<file path="src/rtl/core/bounded_mailbox_queue_macros.svh">
// Assertion macros shared by the mailbox queue RTL.
// Depends on nothing; included by files that carry concurrent assertions.
`ifndef BOUNDED_MAILBOX_QUEUE_MACROS_SVH
`define BOUNDED_MAILBOX_QUEUE_MACROS_SVH

// Same-cycle implication, checked outside reset.
`define BMQ_ASSERT_IMPL(label, clk, rst_n, ante, cons) \
  label: assert property (@(posedge clk) disable iff (!rst_n) (ante) |-> (cons)) \
    else $error("mailbox queue check failed");

// Next-cycle implication, checked outside reset.
`define BMQ_ASSERT_NEXT(label, clk, rst_n, ante, cons) \
  label: assert property (@(posedge clk) disable iff (!rst_n) (ante) |=> (cons)) \
    else $error("mailbox queue check failed");

`endif

</file>
<file path="src/rtl/core/bmq_pkg.sv">
// Shared types, constants and command codes for the mailbox queue.
// Depends on nothing; used by bmq_cell and bounded_mailbox_queue.
package bmq_pkg;

  // Queue capacity and the widths that follow from it.
  localparam int QUEUE_DEPTH = 16;
  localparam int CNT_W       = $clog2(QUEUE_DEPTH + 1);
  localparam int LIMIT_W     = 5;
  localparam int CMD_W       = 3;

  // Command codes; the spare code is a no-operation.
  typedef enum logic [CMD_W-1:0] {
    CMD_PUSH        = 3'd0,
    CMD_POP         = 3'd1,
    CMD_REMOVE      = 3'd2,
    CMD_SCHED_DRAIN = 3'd3,
    CMD_CLEAR_DRAIN = 3'd4,
    CMD_ACQUIRE     = 3'd5,
    CMD_RELEASE     = 3'd6
  } bmq_cmd_e;

  // One queue entry: the four message keys.
  typedef struct packed {
    logic [63:0] entity;
    logic [31:0] message;
    logic [63:0] route;
    logic [63:0] request;
  } bmq_entry_t;

  // Per-cell control from the queue controller.
  typedef struct packed {
    logic live;    // cell holds a valid entry
    logic load;    // cell takes the pushed keys
    logic pop;     // whole chain shifts towards the head
    logic remove;  // chain closes the gap behind the first match
  } bmq_cell_ctrl_t;

endpackage

</file>
<file path="src/rtl/core/bmq_cell.sv">
// One storage cell of the mailbox queue chain: holds an entry, compares it
// against the remove keys and takes its neighbour's entry on a shift. Uses bmq_pkg.
module bmq_cell import bmq_pkg::*; (
  input  logic           clk_i,
  input  bmq_cell_ctrl_t ctrl_i,
  input  bmq_entry_t     key_i,
  input  bmq_entry_t     next_i,
  input  logic           found_i,
  output logic           found_o,
  output bmq_entry_t     entry_o
);

  bmq_entry_t entry_q;
  logic       hit;
  logic       shift;

  // A live entry matching all four keys; the match ripples down the chain so
  // that only cells at or behind the oldest match close the gap.
  assign hit     = ctrl_i.live && (entry_q == key_i);
  assign found_o = found_i || hit;
  assign shift   = ctrl_i.pop || (ctrl_i.remove && found_o);

  // Entry register: load on push, take the neighbour's entry on a shift.
  always_ff @(posedge clk_i) begin
    if (ctrl_i.load) begin
      entry_q <= key_i;
    end else if (shift) begin
      entry_q <= next_i;
    end
  end

  assign entry_o = entry_q;

endmodule

</file>
<file path="config.mk">
export PLATFORM = sky130hd
export DESIGN_NAME = bmq_cell
export DESIGN_NICKNAME = d
export VERILOG_FILES = /design/src/rtl/core/bounded_mailbox_queue_macros.svh /design/src/rtl/core/bmq_pkg.sv /design/src/rtl/core/bmq_cell.sv
export SDC_FILE = /design/constraint.sdc
export NUM_CORES = 1
export LEC_CHECK = 0
export ABC_AREA = 1
export BUFFER_PORTS_ARGS = -buffer_cell sky130_fd_sc_hd__clkbuf_2
export CAP_MARGIN = 20
export CORE_AREA = 2 2 263 265
export DETAILED_ROUTE_END_ITERATION = 12
export DIE_AREA = 0 0 265 267
export HOLD_SLACK_MARGIN = 0.15
export RECOVER_POWER = 100
export SLEW_MARGIN = 20
export SYNTH_ARGS = -nofsm -noshare
export SYNTH_HDL_FRONTEND = slang
export SYNTH_SLANG_ARGS = --single-unit
</file>
<file path="constraint.sdc">
create_clock -name clk_i -period 6.3 [get_ports clk_i]
set_input_delay 0.315 -clock clk_i [delete_from_list [all_inputs] [get_ports clk_i]]
set_output_delay 0.315 -clock clk_i [all_outputs]
set_load 0.05 [all_outputs]
</file>
# Word-level counts from Yosys, hierarchy flattened
# Cells that the tools add are included.
totals:
  inputBits: 454
  out_inout_bits: 225
  regBits: 224
  elab_cells: 12
op_classes:
  n_eq_ne: 1
  n_reduce_logical: 5
  muxes: 2
ops:
  columns: ["cell", "n"]
  rows:
  - ["two-way mux 224 bit", 2]
  - ["== test 224 bit", 1]
  - ["logical AND 1 bit", 2]
  - ["logical OR 1 bit", 2]
  - ["nonzero test 2 bit", 1]

# Logic depth before layout (Yosys ltp)
# Gate-level depths: netlist (run 1).
logic_depth:
  word_depth: 7
  ltp_mapped: 14

# Least setup slack after synthesis (run 1)
# OpenSTA, ideal clock, no wires.
synth_timing:
  kind: "register -> register"
  startpoint: "reg entry_q (netlist bit entry_o[18])"
  endpoint: "reg entry_q (netlist bit entry_o[0]) (enable)"
  stages_incl_launch_ff: 15
  arrival_ps: 6496
  setup_ps: 594
  setup_slack_ps: -790
  path_cell_list: "edfxtp_1 inv_1 nand2_1 o21ai_0 nor2_1 nand2_1 nor2_1 nand2_1 nor2_1 nand2_1 nor2_1 nand2_1 nand2_2 nand2_1 nand2_1"
synth_via:
  elab_chain_cells: 6
synth_rtl:
  columns: ["item", "line_no", "source"]
  rows:
  - ["start, declared", "bmq_cell.sv:13", "bmq_entry_t entry_q;"]
  - ["start signal, assigned", "bmq_cell.sv:26", "entry_q <= key_i;"]
  - ["start signal, assigned", "bmq_cell.sv:28", "entry_q <= next_i;"]
  - ["== test 224 bit", "bmq_cell.sv:19", "assign hit = ctrl_i.live && (entry_q == key_i);"]
  - ["logical AND 1 bit", "bmq_cell.sv:19", null]
  - ["logical OR 1 bit", "bmq_cell.sv:20", "assign found_o = found_i || hit;"]
  - ["named net found_o", "bmq_cell.sv:9", "output logic found_o,"]
  - ["logical AND 1 bit", "bmq_cell.sv:21", "assign shift = ctrl_i.pop || (ctrl_i.remove && found_o);"]
  - ["logical OR 1 bit", "bmq_cell.sv:21", null]
  - ["nonzero test 2 bit (no source line)", null, null]
# The timed path passes the listed nets, and every way through them passes these cells.
# A chain may end at the register's enable or synchronous reset.

# Final worst setup path (run 1)
layout_timing:
  startpoint: "in ctrl_i[2] in the netlist's numbering"
  endpoint: "reg entry_q (netlist bit entry_o[46]), data pin"
layout_via:
  elab_chain_cells: 1
layout_rtl:
  columns: ["item", "line_no", "source"]
  rows:
  - ["start, declared", "bmq_cell.sv:5", "input bmq_cell_ctrl_t ctrl_i,"]
  - ["two-way mux 224 bit", "bmq_cell.sv:25", "if (ctrl_i.load) begin"]
# No other way between the ends.

==> results of run 1 <==
cell type report:
type / count / area [um2] / area share, %
timing repair buffer: 1121 / 7564 / 33.61
multi-input combinational: 1102 / 5189 / 23.06
tap: 882 / 1104 / 4.904
sequential: 224 / 6726 / 29.89
inverter: 274 / 1028 / 4.570
clock buffer: 32 / 737.0 / 3.275
antenna: 4 / 10.01 / 0.04448
clock inverter: 14 / 145.1 / 0.6450
per-stage QoR:
stage | setup slack, ns | total power [mW] | util [%]
after floorplan | 1.411 | 3.007 | -
after global placement | 2.634 | 3.605 | 25.79
after detailed placement | 2.650 | 3.612 | 25.79
after CTS | 2.657 | 5.519 | 33.55
after global routing | 1.895 | 5.674 | 33.09
final | 2.108 | 5.450 | 33.10
worst max-delay path, stage by stage:
cell                            delay (ns)
sky130_fd_sc_hd__buf_8                0.38
sky130_fd_sc_hd__clkbuf_2             2.24
sky130_fd_sc_hd__nor2_1               0.48
sky130_fd_sc_hd__a21oi_1              0.28
sky130_fd_sc_hd__dlygate4sd3_1        0.60
worst paths after layout:
kind	from	to	slack (ns)	cells past startpoint
worst max register to register	entry_o[7]	entry_o[0]	2.82	14
worst max-delay path	ctrl_i[2]	entry_o[46]	2.11	5
worst min-delay path	key_i[195]	entry_o[195]	0.18	3
worst min register to register	entry_o[83]	entry_o[217]	1.67	9
per-layer routing:
layer  GRT usage, %  vias to the layer above  wire [um]
li1               -                     7433          -
met1          22.14                     7018      28040
met2          32.28                      642      33450
met3          2.897                      111       4381
met4          6.077                        2       2132
met5              0                        -         12
cells by family after synthesis:
family	synth area share [%]
flip-flops	51.28
multiplexers	5.752
XOR/XNOR	2.805
AO/OA/AOI/OAI	9.415
AND/OR/NAND/NOR	21.46
buffers and inverters	9.282
power by group:
group          switching [mW]  internal [mW]
sequential              0.140           1.85
combinational            1.23          0.591
clock                   0.692          0.948
placed cells by master (no fill, tap or decap), types with 33 or more instances in the layout:
| master | n |
|---|---|
| sky130_fd_sc_hd__clkbuf_2 | 452 |
| sky130_fd_sc_hd__nand2_1 | 448 |
| sky130_fd_sc_hd__dlygate4sd3_1 | 439 |
| sky130_fd_sc_hd__nor2_1 | 292 |
| sky130_fd_sc_hd__inv_1 | 241 |
| sky130_fd_sc_hd__clkbuf_1 | 230 |
| sky130_fd_sc_hd__edfxtp_1 | 224 |
| sky130_fd_sc_hd__a21oi_1 | 157 |
| sky130_fd_sc_hd__mux2_2 | 66 |
| sky130_fd_sc_hd__o21ai_1 | 48 |
| sky130_fd_sc_hd__xnor2_1 | 40 |
| sky130_fd_sc_hd__o21ai_0 | 38 |
| sky130_fd_sc_hd__inv_2 | 33 |
repair_timing:
| action | in CTS | in global routing |
|---|---|---|
| hold endpoints to repair | 224 | 0 |
| hold buffers | 439 | 0 |
| endpoints found under the setup margin | 0 | 0 |
==> results.cfg, run 1 <==
[synthesis]
post-synth-top-count-cell = sky130_fd_sc_hd__nand2_1
netlist.area_leader.share_pct = 51.28
synth_top_cell_by_area = sky130_fd_sc_hd__edfxtp_1
postSynthRegisterBits = 224
synthCells = 1642
ys_warn_count = 0
yosys-top-cells-area = sky130_fd_sc_hd__edfxtp_1 (51%), sky130_fd_sc_hd__nand2_1 (13%), sky130_fd_sc_hd__nor2_1 (8.4%), sky130_fd_sc_hd__inv_1 (6.9%), sky130_fd_sc_hd__a21oi_1 (6.0%)
ys_types = 18
postSynthNetCount = 2096
synth-main-ff-cell = sky130_fd_sc_hd__edfxtp_1
fraction_of_the_yosys_area_taken_by_sequential_cells_pct = 51.28
synth.cells.most_frequent = sky130_fd_sc_hd__nand2_1 (449), sky130_fd_sc_hd__nor2_1 (292), sky130_fd_sc_hd__inv_1 (241)
synthesis.area_per_instance_um2 = 7.988
synth_enable_flop_cells = 224
synth_area_um2 = 13120
synth-async-reset-ratio_pct = 0

[clock_tree]
clkSinkCount = 224
ctsRootBufferMaster = sky130_fd_sc_hd__clkbuf_16
post_cts_resized = 0
clkTransAtPathRegs_ns = 0.06
worstSkewPairLatency_ns = 0.59
postCtsSetupRepairBufs = 0
cts_buffers = 28
tritoncts = yes
max-clock-path-buffers = 3
total_number_of_h_tree_levels = 1

[worst_setup_path]
setup.worst_path.class = primary input to flip-flop
critical_path.endpoint_type = flip-flop
crit_path_start_kind = primary input
crit_arrival_ns = 4.64
worst_ep_required_time_ns = 6.75
path_max_fanout = 160

[sta]
worst_slew_pin_slew_ns = 3.364
final-setup-viol-count = 0
timing.max_slew.rel_slack_pct = -124.3
final-max-slew-violation-count = 306
rsz_0062_raised_after_global_routing = no
maximum_clock_frequency_mhz = 238.6
period_minus_slack_ns = 4.192
fin_crit_sh_pct = 66.54
final-hold-violation-count = 0
clock-skew-final_ns = 0.02541
fin_hold_ws_ns = 0.1803
timing.setup.tns_ns = 0

[final_layout]
final_layout_size_suffix_gt1_share_pct = 21.54
flip_flop_count_of_the_largest_register_after_layout = 224
nets = 3205
final-instance-count-excl-fill = 3653
post_route_standard_cell_area_excluding_fillers_um2 = 22500
area_growth_syn_to_layout_pct = 71.56
nFillCells = 7174

[global_routing]
grt_start_max_net_pins = 161
grt_overflow = 0
grt_pass1_vias = 15330
antenna_found_initial = 10
grt_util_all_layers_pct = 18.11
wire_length_of_the_first_global_routing_pass_mm = 95.02

[outcome]
violations = max-capacitance violations, max-slew violations
outcome = complete, but fails checks

[die]
initial_core_util_pct = 19.29
die-width_um = 265
die_y_um = 267
ios = 679
core.rowCount = 96
floorplan.core_area_um2 = 67990
area_enclosed_by_the_die_boundary_um2 = 70760

[route]
detail_route.wirelength_mm = 68.02
drtPass1Iterations = 5
routed-via-count = 15210
routed_via_density = 4.163
total_drc_errors_in_the_routed_layout = 0
detail_route.iter0.violations = 913
wl_per_cell_um = 18.62
antenna_violating_nets_post_route = 0

[placement]
place_inst = 3164
placed_cell_area_um2 = 17530
routabilityCongestion = 0.8814
dp.final_hpwl_mm = 52.04
count_of_port_buffers_added_during_placement = 678

[power_and_ir_drop]
cellLeakagePower_nw = 10.45
power_density_nw_per_um2 = 242.2
vdd_drop_max_v = 0.0002014

[worst_hold_path]
hp_class = primary input to flip-flop

[run]
drv.max_cap_violation_count = 2
(Power assumes the default switching activity.)
==> run 2: changes to the inputs <==
==> constraint.sdc (replaced) <==
create_clock -name clk_i -period 3.65 [get_ports clk_i]
set_input_delay 0.1825 -clock clk_i [delete_from_list [all_inputs] [get_ports clk_i]]
set_output_delay 0.1825 -clock clk_i [all_outputs]
set_load 0.05 [all_outputs]
==> results.cfg, run 2 (synthesis gave the netlist of run 1 again) <==
[outcome]
outcome = complete, but fails checks
violations = max-capacitance violations, max-slew violations

[sta]
fin_hold_ws_ns = 0.1738
rsz_0062_raised_after_global_routing = no
clock-skew-final_ns = 0.01399
final-max-slew-violation-count = 80
worst_slew_pin_slew_ns = 1.931
period_minus_slack_ns = 3.191
timing.setup.tns_ns = 0
timing.max_slew.rel_slack_pct = -28.77
final-setup-viol-count = 0
final-hold-violation-count = 0
fin_crit_sh_pct = 87.42
maximum_clock_frequency_mhz = 313.4

[worst_setup_path]
worst_ep_required_time_ns = 3.91
r2r.worst_path.cells = 15
crit_arrival_ns = 3.45
rrSetupSlack_ns = 0.46
crit_path_start_kind = flip-flop
crit-reg2reg-capture = entry_o[55]
critical_path.reg2reg.startpoint = entry_o[55]
critical_path.endpoint_type = flip-flop
setup.worst_path.class = flip-flop to flip-flop
path_max_fanout = 25

[power_and_ir_drop]
power_density_nw_per_um2 = 413.6
power.total_mw = 9.395
vdd_drop_max_v = 0.0003195
cellLeakagePower_nw = 10.54

[placement]
dp.final_hpwl_mm = 54.49
count_of_port_buffers_added_during_placement = 678
place_inst = 3176
placed_cell_area_um2 = 17660
routabilityCongestion = 0.8944

[route]
routed_via_density = 4.174
routed.top_layer = met5
drtPass1Iterations = 6
antenna_violating_nets_post_route = 0
met3RoutedLength_mm = 4.631
wl_per_cell_um = 19.12
detail_route.iter0.violations = 1048
wire_length_the_detailed_router_placed_on_met1_mm = 29.18
routed-via-count = 15350
total_drc_errors_in_the_routed_layout = 0
dr_wl_met2_mm = 34.19
detail_route.wirelength_mm = 70.29

[global_routing]
grt_pass1_vias = 15620
grt_util_all_layers_pct = 18.78
wire_length_of_the_first_global_routing_pass_mm = 97.90
grt_start_max_net_pins = 124
antenna_found_initial = 5
grt_overflow = 0

[clock_tree]
total_number_of_h_tree_levels = 1
clkTransAtPathRegs_ns = 0.06
ctsHoldBuffers = 448
post_cts_resized = 0
worstSkewPairLatency_ns = 0.58
tritoncts = yes
max-clock-path-buffers = 3
clkSinkCount = 224
ctsRootBufferMaster = sky130_fd_sc_hd__clkbuf_16
cts_buffers = 28
postCtsSetupRepairBufs = 0

[run]
drv.max_cap_violation_count = 1

[worst_hold_path]
worstHoldEndpoint = entry_o[48]
timing.hold.worst_path_depth = 3
min_from = ctrl_i[1]
hp_class = primary input to flip-flop

[final_layout]
final_layout_size_suffix_gt1_share_pct = 21.65
nets = 3226
final_cell_mix = sky130_fd_sc_hd__clkbuf_2 (453), sky130_fd_sc_hd__nand2_1 (448), sky130_fd_sc_hd__dlygate4sd3_1 (448), sky130_fd_sc_hd__nor2_1 (292), sky130_fd_sc_hd__inv_1 (241)
post_route_standard_cell_area_excluding_fillers_um2 = 22710
layout.cells.most_common = sky130_fd_sc_hd__clkbuf_2
nFillCells = 7095
flip_flop_count_of_the_largest_register_after_layout = 224
area_growth_syn_to_layout_pct = 73.18
final-instance-count-excl-fill = 3677

[die]
die_y_um = 267
die-width_um = 265
initial_core_util_pct = 19.29
core.rowCount = 96
ios = 679
area_enclosed_by_the_die_boundary_um2 = 70760
floorplan.core_area_um2 = 67990
[run 2: worst max-delay path, cell delays in order (launching register included)]
cell and delay (ns):
sky130_fd_sc_hd__edfxtp_1 0.41, sky130_fd_sc_hd__nand2_1 0.09, sky130_fd_sc_hd__o21ai_1 0.07, sky130_fd_sc_hd__nor2_1 0.45, sky130_fd_sc_hd__nand2_1 0.11, sky130_fd_sc_hd__nor2_1 0.21, sky130_fd_sc_hd__nand2_1 0.12, sky130_fd_sc_hd__nor2_1 0.12
sky130_fd_sc_hd__nand2_1 0.07, sky130_fd_sc_hd__nor2_1 0.12, sky130_fd_sc_hd__nand2_1 0.14, sky130_fd_sc_hd__nand2_2 0.09, sky130_fd_sc_hd__nand2_1 0.12, sky130_fd_sc_hd__nand2_8 0.23, sky130_fd_sc_hd__buf_12 0.22, sky130_fd_sc_hd__clkbuf_2 0.27
[run 2: metrics by stage]
stage / setup WS (ns) / util (%)
after floorplan: 0.5257 / -
after detailed placement: 0.3593 / 25.97
final: 0.4593 / 33.41
after global placement: 0.3515 / 25.97
after global routing: 0.1027 / 33.41
after CTS: 0.3463 / 33.86
[run 2: how the worst max path moves through the flow]
| stage | from | endpoint | slack (ns) | cells after the start |
|---|---|---|---|---|
| 2_1_floorplan | entry_o[18] | entry_o[0] | 0.53 | 14 |
| 3_3_place_gp | entry_o[55] | entry_o[216] | 0.35 | 15 |
| 3_5_place_dp | entry_o[55] | entry_o[94] | 0.36 | 15 |
| 4_1_cts | entry_o[55] | entry_o[50] | 0.35 | 15 |
| 5_1_grt | entry_o[142] | entry_o[144] | 0.10 | 15 |
| 6_report | entry_o[55] | entry_o[55] | 0.46 | 15 |
[run 2: metal layers]
metal / vias to the layer above / GRT usage (%)
li1: 7486 / -
met1: 7113 / 23.01
met2: 626 / 33.06
met3: 118 / 3.561
met4: 6 / 6.154
met5: - / 0
[run 2: final cells by class]
type	count	area (um2)	area share [%]
Antenna cell	1	2.502	0.01102
Sequential cell	224	6726	29.61
Inverter	274	1028	4.528
Clock inverter	15	120.1	0.5288
Tap cell	882	1104	4.858
Multi-Input combinational cell	1102	5189	22.84
Clock buffer	37	755.7	3.327
Timing Repair Buffer	1142	7789	34.29
[run 2: power by group]
part | internal (mW) | leakage [nW] | switching (mW)
sequential | 3.19 | 2.28 | 0.250
combinational | 1.03 | 7.84 | 2.14
clock | 1.58 | 0.420 | 1.20
total | 5.81 | 10.5 | 3.59
